$ cat src/hdl/sldp_pkg.sv
// Shared types and constants for the symbolic LUT dot-product unit.
// Used by every module of the block; no dependencies.
`default_nettype none

package sldp_pkg;

	localparam int SYM_W = 7;
	localparam int OPC_W = 3;

	// Parameter defaults for the top level
	localparam int SYMBOLS_DEF        = 128;
	localparam int WEIGHT_SYMBOLS_DEF = 128;
	localparam int NEURONS_DEF        = 128;

	// Command queue between front and back
	localparam int FIFO_DEPTH = 4;
	localparam int FIFO_AW    = 2;

	typedef enum logic [OPC_W-1:0] {
		OP_LOAD_PROD = 3'd0,
		OP_LOAD_SUM  = 3'd1,
		OP_LOAD_BIAS = 3'd2,
		OP_LOAD_RELU = 3'd3,
		OP_TERM      = 3'd4
	} op_t;

	typedef struct packed {
		logic [OPC_W-1:0] opcode;
		logic [SYM_W-1:0] table_row;
		logic [SYM_W-1:0] table_col;
		logic [SYM_W-1:0] table_value;
		logic [SYM_W-1:0] activation_symbol;
		logic [SYM_W-1:0] weight_symbol;
		logic [SYM_W-1:0] neuron_index;
		logic             last_term;
	} in_t;

	typedef struct packed {
		logic [SYM_W-1:0] result_symbol;
		logic [SYM_W-1:0] result_neuron;
	} out_t;

	// Classified command: loads use a=row, b=col, c=value;
	// terms use a=activation, b=weight, c=neuron.
	typedef struct packed {
		op_t              op;
		logic [SYM_W-1:0] a;
		logic [SYM_W-1:0] b;
		logic [SYM_W-1:0] c;
		logic             last;
	} cmd_t;

endpackage

`default_nettype wire

$ cat src/hdl/sldp_front.sv
// Front end: accepts input transactions, decodes the opcode and drops no-ops.
// Depends on sldp_pkg.
`default_nettype none

module sldp_front (
	input  wire               clk,
	input  wire               arst_n,
	input  wire               in_valid,
	output logic              in_ready,
	input  sldp_pkg::in_t     in_data,
	output logic              cmd_valid,
	input  wire               cmd_ready,
	output sldp_pkg::cmd_t    cmd
);

	sldp_pkg::cmd_t cmd_d;
	sldp_pkg::cmd_t cmd_q;
	logic           keep;
	logic           cmd_valid_q;

	assign in_ready  = !cmd_valid_q || cmd_ready;
	assign cmd_valid = cmd_valid_q;
	assign cmd       = cmd_q;

	always_comb begin
		keep       = 1'b1;
		cmd_d.op   = sldp_pkg::OP_TERM;
		cmd_d.a    = in_data.table_row;
		cmd_d.b    = in_data.table_col;
		cmd_d.c    = in_data.table_value;
		cmd_d.last = in_data.last_term;
		case (in_data.opcode)
			sldp_pkg::OP_LOAD_PROD: cmd_d.op = sldp_pkg::OP_LOAD_PROD;
			sldp_pkg::OP_LOAD_SUM:  cmd_d.op = sldp_pkg::OP_LOAD_SUM;
			sldp_pkg::OP_LOAD_BIAS: cmd_d.op = sldp_pkg::OP_LOAD_BIAS;
			sldp_pkg::OP_LOAD_RELU: cmd_d.op = sldp_pkg::OP_LOAD_RELU;
			sldp_pkg::OP_TERM: begin
				cmd_d.op = sldp_pkg::OP_TERM;
				cmd_d.a  = in_data.activation_symbol;
				cmd_d.b  = in_data.weight_symbol;
				cmd_d.c  = in_data.neuron_index;
			end
			default: keep = 1'b0;
		endcase
	end

	always_ff @(posedge clk or negedge arst_n) begin
		if (!arst_n) begin
			cmd_valid_q <= 1'b0;
		end else if (in_ready) begin
			cmd_valid_q <= in_valid && keep;
		end
	end

	always_ff @(posedge clk) begin
		if (in_ready && in_valid) begin
			cmd_q <= cmd_d;
		end
	end

endmodule

`default_nettype wire

$ cat config.mk
export PLATFORM = sky130hd
export DESIGN_NAME = sldp_front
export DESIGN_NICKNAME = d
export VERILOG_FILES = /design/src/hdl/sldp_pkg.sv /design/src/hdl/sldp_front.sv
export SDC_FILE = /design/constraint.sdc
export NUM_CORES = 1
export LEC_CHECK = 0
export BUFFER_PORTS_ARGS = -buffer_cell sky130_fd_sc_hd__buf_2
export CORE_MARGIN = 5
export CORE_UTILIZATION = 40
export DETAILED_ROUTE_END_ITERATION = 8
export PLACE_DENSITY = 0.8
export SLEW_MARGIN = 10
export SYNTH_ARGS = -nofsm -noshare
export SYNTH_HDL_FRONTEND = slang
export SYNTH_SLANG_ARGS = --single-unit
$ cat constraint.sdc
create_clock -name clk -period 1.85 [get_ports clk]
set_input_delay 0.185 -clock clk [delete_from_list [all_inputs] [get_ports clk]]
set_output_delay 0.185 -clock clk [all_outputs]
set_load 0.01 [all_outputs]
==> results.yml <==
power_and_ir_drop:
  irDropWorstVdd_mv: 0.578
  seq_power_share: 0.547
  pwr-share-clk: 0.303
  intPower_w: 0.00102
  p_leak_nw: 0.705
  p_comb_frac: 0.150
  powerDensity_mw_per_mm2: 805
  power.switching_w: 0.000263
  p_sw_frac: 0.205
clocking:
  clk_pin_slew_ps: 150
  cts_tree: "done"
  clock-sinks: 26
  clk_latency_ps: 320
  clockBufferDepth: 2
  htreeDepth: 1
  ctsResizeCount: 0
  root_buffer: "clkbuf_4"
  cts_buffers: 3
floorplan:
  io-pin-count: 77
  die_y_um: 62.5
  die_w_um: 62.5
  start_util: 0.410
  fp.coreArea_mm2: 0.00269
  die-area_mm2: 0.00390
  row_count: 19
synth:
  synth_fp_nets: 107
  yosysSeqAreaShare: 0.705
  syn_inst: 57
  synth_cell_types: 12
  yosys_warnings: 0
  ys_ff_latch: 26
  syn_area_mm2: 0.00110
  avgSynthCellArea_um2: 19.3
layout:
  area_delta_synth_final_pct: 44.9
  nets: 188
  fillers: 238
  final_common_cell: "buf_2"
  drive_above_1_share: 0.759
  seq_area_um2: 776
  final_core_utilization: 0.594
  mostFrequentLayoutCells: "buf_2, edfxtp_1, mux2_2"
  diodes: 0
  fin_area_mm2: 0.00160
  multi_input_area_um2: 298
sta:
  min_period_ps: 1370
  fin_crit_sh: 0.739
  layout_setup_ws_ps: 484
  fmax_mhz: 732
  hold_viol: 0
  rsz0062_at_grt: "false"
  holdWs_ps: 32.2
  slew-limit-headroom: 0.745
  max_slew.worst_pin.slew_ps: 382
  setup_tns_ps: 0
  maxSlewViolCount: 0
  finClkSkew_ps: 9.41
  setup_viol: 0
place:
  gp_congestion: 0.691
  io_buffers: 76
  hpwlAfterDp_um: 1960
  place_area_mm2: 0.00153
  place_ws_ps: 373
min_path:
  hold_depth: 1
  hold_class: "in2reg"
global_route:
  grt_pass1_vias: 863
  grt_pass1_wl_um: 3880
  grt_usage: 0.124
  grt_start_max_net_pins: 20
  antenna_found_initial: 0
  gr-total-overflow: 0
outcome:
  status: "completed"
setup_path:
  path_class: "reg2reg"
  ff2ff_path_depth: 3
  worstPathCellList: "nand2b_1, and2_1, buf_12"
  crit_buf_inv: 1
  required_ps: 1890
  path_depth: 3
  arrival_ps: 1410
  critPathMaxFanout: 19
  slowest_delay_ps: 400
  crit_family: "simple AND/OR/NAND/NOR gates"
  cp-start-kind: "flip-flop"
  crit_path_end_kind: "flip-flop"
  crit_slowest_cell: "dfrtp_1"
job:
  maxCapViolCount: 0
detailed_routing:
  drt-total-wl_um: 2420
  wl_per_cell_um: 14.4
  num_vias: 772
  drc: 0
  firstDrtPassIters: 3
  ant_nets: 0
  via_per_inst: 4.60
  dr.first_iter.drc_count: 37
==> cells by family (layout without fill, tap and decap cells) <==
logic type             count (synthesis)  after routing  synth area share
flip-flops                            26             26             0.705
AND/OR/NAND/NOR                        5              5            0.0421
multiplexers                          21             21             0.215
AO/OA/AOI/OAI                          2              2            0.0136
buffers and inverters                  3             83            0.0250
==> synth_stat cells <==
cell type  number  area, µm²
mux2_1          1       11.3
edfxtp_1       25        751
dfrtp_1         1       25.0
nand2b_1        1       6.26
buf_2           1       5.00
mux2_2         20        225
o21ai_0         1       5.00
and2_1          1       6.26
nor3b_4         1       18.8
and2b_1         2       15.0
buf_6           2       22.5
a21bo_2         1       10.0
==> power by group through the flow <==
stage / logic (W) / clock network, W / registers [W]
2_1_floorplan: 0.0000630 / 0 / 0.000741
3_3_place_gp: 0.000188 / 0 / 0.000716
3_5_place_dp: 0.000195 / 0 / 0.000717
4_1_cts: 0.000197 / 0.000397 / 0.000703
5_1_grt: 0.000211 / 0.000424 / 0.000707
6_report: 0.000192 / 0.000389 / 0.000703
==> layer usage <==
metal	GRT usage	wire, µm	vias to the layer above
met2	0.236	1300	40
met1	0.118	813	352
met5	0	0	-
met4	0.0318	11	0
li1	-	-	378
met3	0.0558	293	2
==> final cells by class <==
class / instances / area share
Multi-Input combinational cell: 28 / 0.187
Sequential cell: 26 / 0.486
Timing Repair Buffer: 79 / 0.270
Clock inverter: 1 / 0.0188
Clock buffer: 3 / 0.0141
Tap cell: 31 / 0.0243
==> worst paths after layout <==
path	from	end	slack [ps]
hold / removal	in_data[0]	cmd[0]	30
min in group asynchronous	arst_n	cmd_valid	160
max in group asynchronous	arst_n	cmd_valid	1610
setup reg to reg	cmd_valid	cmd[19]	480
hold reg to reg	cmd_valid	cmd_valid	660
setup / recovery	cmd_valid	cmd[19]	480
==> timing repair <==
action                    in CTS  in global routing
setup buffers                  0                  0
hold buffers                   1                  0
hold endpoints to repair       1                  0
==> registers in the layout, indices dropped and copies added, names as in the netlist <==
name	flops
cmd	25
cmd_valid	1
==> through the flow <==
step	std cells	total power (W)
after detailed placement	163	0.000912
after floorplan	57	0.000804
after global placement	163	0.000904
after CTS	168	0.00130
after global routing	168	0.00134
final	168	0.00128
No activity file was read; power rests on OpenSTA's default activity.
