[src/hdl/sldp_pkg.sv]
// Shared types and constants for the symbolic LUT dot-product unit.
// Used by every module of the block; no dependencies.
`default_nettype none

package sldp_pkg;

	localparam int SYM_W = 7;
	localparam int OPC_W = 3;

	// Parameter defaults for the top level
	localparam int SYMBOLS_DEF        = 128;
	localparam int WEIGHT_SYMBOLS_DEF = 128;
	localparam int NEURONS_DEF        = 128;

	// Command queue between front and back
	localparam int FIFO_DEPTH = 4;
	localparam int FIFO_AW    = 2;

	typedef enum logic [OPC_W-1:0] {
		OP_LOAD_PROD = 3'd0,
		OP_LOAD_SUM  = 3'd1,
		OP_LOAD_BIAS = 3'd2,
		OP_LOAD_RELU = 3'd3,
		OP_TERM      = 3'd4
	} op_t;

	typedef struct packed {
		logic [OPC_W-1:0] opcode;
		logic [SYM_W-1:0] table_row;
		logic [SYM_W-1:0] table_col;
		logic [SYM_W-1:0] table_value;
		logic [SYM_W-1:0] activation_symbol;
		logic [SYM_W-1:0] weight_symbol;
		logic [SYM_W-1:0] neuron_index;
		logic             last_term;
	} in_t;

	typedef struct packed {
		logic [SYM_W-1:0] result_symbol;
		logic [SYM_W-1:0] result_neuron;
	} out_t;

	// Classified command: loads use a=row, b=col, c=value;
	// terms use a=activation, b=weight, c=neuron.
	typedef struct packed {
		op_t              op;
		logic [SYM_W-1:0] a;
		logic [SYM_W-1:0] b;
		logic [SYM_W-1:0] c;
		logic             last;
	} cmd_t;

endpackage

`default_nettype wire

[src/hdl/sldp_queue.sv]
// Short command queue that decouples the front end from the back end.
// Depends on sldp_pkg.
`default_nettype none

module sldp_queue (
	input  wire               clk,
	input  wire               arst_n,
	input  wire               push_valid,
	output logic              push_ready,
	input  sldp_pkg::cmd_t    push_data,
	output logic              pop_valid,
	input  wire               pop_ready,
	output sldp_pkg::cmd_t    pop_data
);

	sldp_pkg::cmd_t                     entry_q [sldp_pkg::FIFO_DEPTH];
	logic [sldp_pkg::FIFO_AW-1:0]       wr_ptr_q;
	logic [sldp_pkg::FIFO_AW-1:0]       rd_ptr_q;
	logic [sldp_pkg::FIFO_AW:0]         count_q;
	logic                               push;
	logic                               pop;

	assign push_ready = count_q != (sldp_pkg::FIFO_AW+1)'(sldp_pkg::FIFO_DEPTH);
	assign pop_valid  = count_q != '0;
	assign pop_data   = entry_q[rd_ptr_q];
	assign push       = push_valid && push_ready;
	assign pop        = pop_valid && pop_ready;

	always_ff @(posedge clk or negedge arst_n) begin
		if (!arst_n) begin
			wr_ptr_q <= '0;
			rd_ptr_q <= '0;
			count_q  <= '0;
		end else begin
			if (push) begin
				wr_ptr_q <= wr_ptr_q + 1'b1;
			end
			if (pop) begin
				rd_ptr_q <= rd_ptr_q + 1'b1;
			end
			if (push && !pop) begin
				count_q <= count_q + 1'b1;
			end else if (pop && !push) begin
				count_q <= count_q - 1'b1;
			end
		end
	end

	always_ff @(posedge clk) begin
		if (push) begin
			entry_q[wr_ptr_q] <= push_data;
		end
	end

endmodule

`default_nettype wire

[config.mk]
export PLATFORM = sky130hd
export DESIGN_NAME = sldp_queue
export DESIGN_NICKNAME = d
export VERILOG_FILES = /design/src/hdl/sldp_pkg.sv /design/src/hdl/sldp_queue.sv
export SDC_FILE = /design/constraint.sdc
export NUM_CORES = 1
export LEC_CHECK = 0
export ABC_AREA = 1
export BUFFER_PORTS_ARGS = -buffer_cell sky130_fd_sc_hd__buf_2
export CAP_MARGIN = 20
export CORE_MARGIN = 3
export CORE_UTILIZATION = 50
export CTS_BUF_LIST = sky130_fd_sc_hd__clkbuf_8 sky130_fd_sc_hd__clkbuf_16
export DETAILED_ROUTE_END_ITERATION = 7
export PLACE_DENSITY_LB_ADDON = 0.1
export SLEW_MARGIN = 20
export SYNTH_ARGS = -nofsm -noshare
export SYNTH_HDL_FRONTEND = slang
export SYNTH_SLANG_ARGS = --single-unit
[constraint.sdc]
create_clock -name clk -period 2.7 [get_ports clk]
set_input_delay 0.135 -clock clk [delete_from_list [all_inputs] [get_ports clk]]
set_output_delay 0.135 -clock clk [all_outputs]
set_load 0.05 [all_outputs]
==> metrics.txt <==
status completed; first-pass GRT wire length between 10,000 and 15,000 µm; Setup CP Type reg2reg; Tot Pwr roughly 6 mW; Worst setup SP type register; TritonCTS clock tree yes; # resized after CTS 0; Final period util between 70% and 80%; Layout area overhead 18.01%; port buffer count 55; Seq/Total Area, Yosys 71.27%; number of global-route vias before repair about 2.5k; Max rail drop VDD between 0.0006 and 0.0007 V; mux cell area share after synthesis 0%; FP Rows 33; RSZ-0062 raised after global routing no; Setup TNS 0 ps; Layout Skew between 4 and 5 ps; clock buffer depth 2; Mapped Avg Cell Area between 10 and 15 µm²; Critical path buffers and inverters 3; Lkg Pwr 2.182 nW; Crit. End Element register; n_diodes 0; GR Layer Usage met3 2.641%; Worst-Margin Slew ~540 ps; Filler cells ~680; DR WL/cell 13.80 µm; Sink Count around 110; Mapped Area around 0.0045 mm²; Crit Path Max Fanout 7; Post-Syn Nets between 300 and 400; met2 Usage GRT 28.08%; largest family of logic cells by synthesized area simple AND/OR/NAND/NOR gates; htree depth 3; Root Buffer clkbuf_8; remaining antenna violation count after routing 0; FF+latch count, synth 107; post-layout util between 60 and 70%; CTS clock-pin slew for the worst setup and hold paths ~90 ps; gpl congestion ~0.75; pin count of the biggest net entering global routing between 70 and 80; Worst Path Arrival around 2400 ps; vias per cell between 4 and 5; yosys warns 0; max_slew headroom 63.62%; DR pass1 iterations 4; max frequency approximately 460 MHz; I/O pin cnt 56; die height about 100 µm; initial core utilization a little over half; setup ws final around 540 ps; synthesized instance count 351; die width between 100 and 150 µm; pwr dens around 1100 mW/mm²; minimum clock period 2155 ps; share of layout cells above drive strength 1 between 10% and 20%; Worst EP required between 2000 and 3000 ps; Worst path slowest cell dfrtp_1; DRT iter0 DRCs 104; met1 usage approximately a fifth; vias approximately 2.6k; CP top delay family simple AND/OR/NAND/NOR gates; crit path cell chain inv_1 -> nand3_1 -> nand2_1 -> inv_1 -> ha_1 -> inv_1 -> fa_1 -> nand2_1 -> nand3_1 -> nand2_1 -> nand2_1; global-route usage over all layers 16.15%; fin nets around 470; Synth cell types 18; Routed WL 7477 µm; adder-cell share of the synthesized area under 10%; critical path's most frequent cell nand2_1; Finish-stage setup viols 0; Worst path max stage delay approximately 430 ps; Post-Synth Simple-Gate Area under 10%; DP Worst Slack 563.3 ps; GRT Residual Overflow 0; initial antenna violation count 0; Synth Area in Compound Gates under 10%; # DRC 0; Final Hold Viols 0; full die area 0.01009 mm²; grt peak-use layer met2; Synth Area in XOR/XNOR less than 1%; minimum hold slack 59.48 ps; fin. max-slew vios 0; CORE AREA 0.008423 mm²; Hold Crit Class in2reg; Num CTS Buffers 9; Detail Placement HPWL ~4600 µm; total of max-cap violations 0; clk_lat worst skew 350 ps
synth_stat cells (all sizes together):
master / count / area (µm²)
buf: 15 / 146.4
clkbuf: 1 / 3.750
dfrtp: 7 / 175.2
edfxtp: 100 / 3003
fa: 1 / 20.02
ha: 5 / 62.56
inv: 66 / 247.7
nand2: 92 / 345.3
nand3: 7 / 35.03
nand4: 1 / 6.260
nor2: 4 / 15.01
o211ai: 50 / 385.4
o21ai: 1 / 5.000
xnor2: 1 / 8.760
timing repair:
action	in CTS	in global routing
hold endpoints to repair	98	4
setup buffers	0	0
hold buffers	25	1
worst register-to-register path: cells and delay by family, from the launching register on:
family | cells | cell delay [ps]
adders and majority gates | 2 | 540
buffers and inverters | 3 | 280
DFF | 1 | 430
and+or+nand+nor | 6 | 800
layout by cell type, fill, tap and decap left out:
cell and instances:
edfxtp_1 100, inv_1 64, buf_2 55, nand2_1 92, dfrtp_1 7, o211ai_1 48
clkinvlp_4 2, o21ai_0 1, o211ai_2 2, ha_1 5, nand3_1 7, nor2_4 4
buf_4 3, fa_1 1, inv_6 2, nand4_1 1, buf_12 3, inv_2 2
clkbuf_8 9, xnor2_1 1, clkinv_4 2, dlygate4sd3_1 26
report_power, final:
group          internal, mW  switching, mW  leakage (nW)
Clock                 0.340          0.524        0.0823
Sequential             2.19          0.105          1.00
Combinational         0.709           2.15          1.10
layer usage:
layer	up-vias	routed length (µm)
met1	1235	3270
li1	1361	-
met5	-	0
met3	11	241
met2	42	3830
met4	0	135
state kept, by name, summed over array words and instances, names as in the netlist:
register  cells
wr_ptr_q      2
count_q       3
rd_ptr_q      2
entry_q     100
through the flow:
stage	instances	instance area [µm²]
global placement	501	4828
finish	542	5263
global route	542	5263
floorplan	351	4459
CTS	541	5253
detailed placement	501	4828
final cells by class:
type / count / area [µm²] / area share, %
multi-input cells: 162 / 913.4 / 17.36
clock inverters: 6 / 50.05 / 0.9510
clock buffers: 9 / 123.9 / 2.354
inverters: 66 / 247.7 / 4.708
repair buffers: 87 / 618.1 / 11.75
flip-flops and latches: 107 / 3178 / 60.39
well taps: 105 / 131.4 / 2.496
kinds of logic (layout without fill, tap and decap cells):
logic type,after synthesis,in the layout
AOI/OAI and AO/OA,51,51
xor gates and xnor gates,1,1
adders and majority gates,6,6
buffers and inverters,82,168
DFF,107,107
and+or+nand+nor,104,104
final timing paths:
kind                                   from          end  slack (ps)  cells past startpoint
worst max register to register   count_q[0]   count_q[2]         540                     11
worst max-delay path             count_q[0]   count_q[2]         540                     11
min in group asynchronous            arst_n   count_q[0]         150                      2
max in group asynchronous            arst_n  rd_ptr_q[1]        2400                      2
worst min register to register  rd_ptr_q[0]  rd_ptr_q[0]         530                      2
worst min-delay path             push_valid  wr_ptr_q[1]          60                      3
Note: power is estimated with default switching activity, not from simulation.
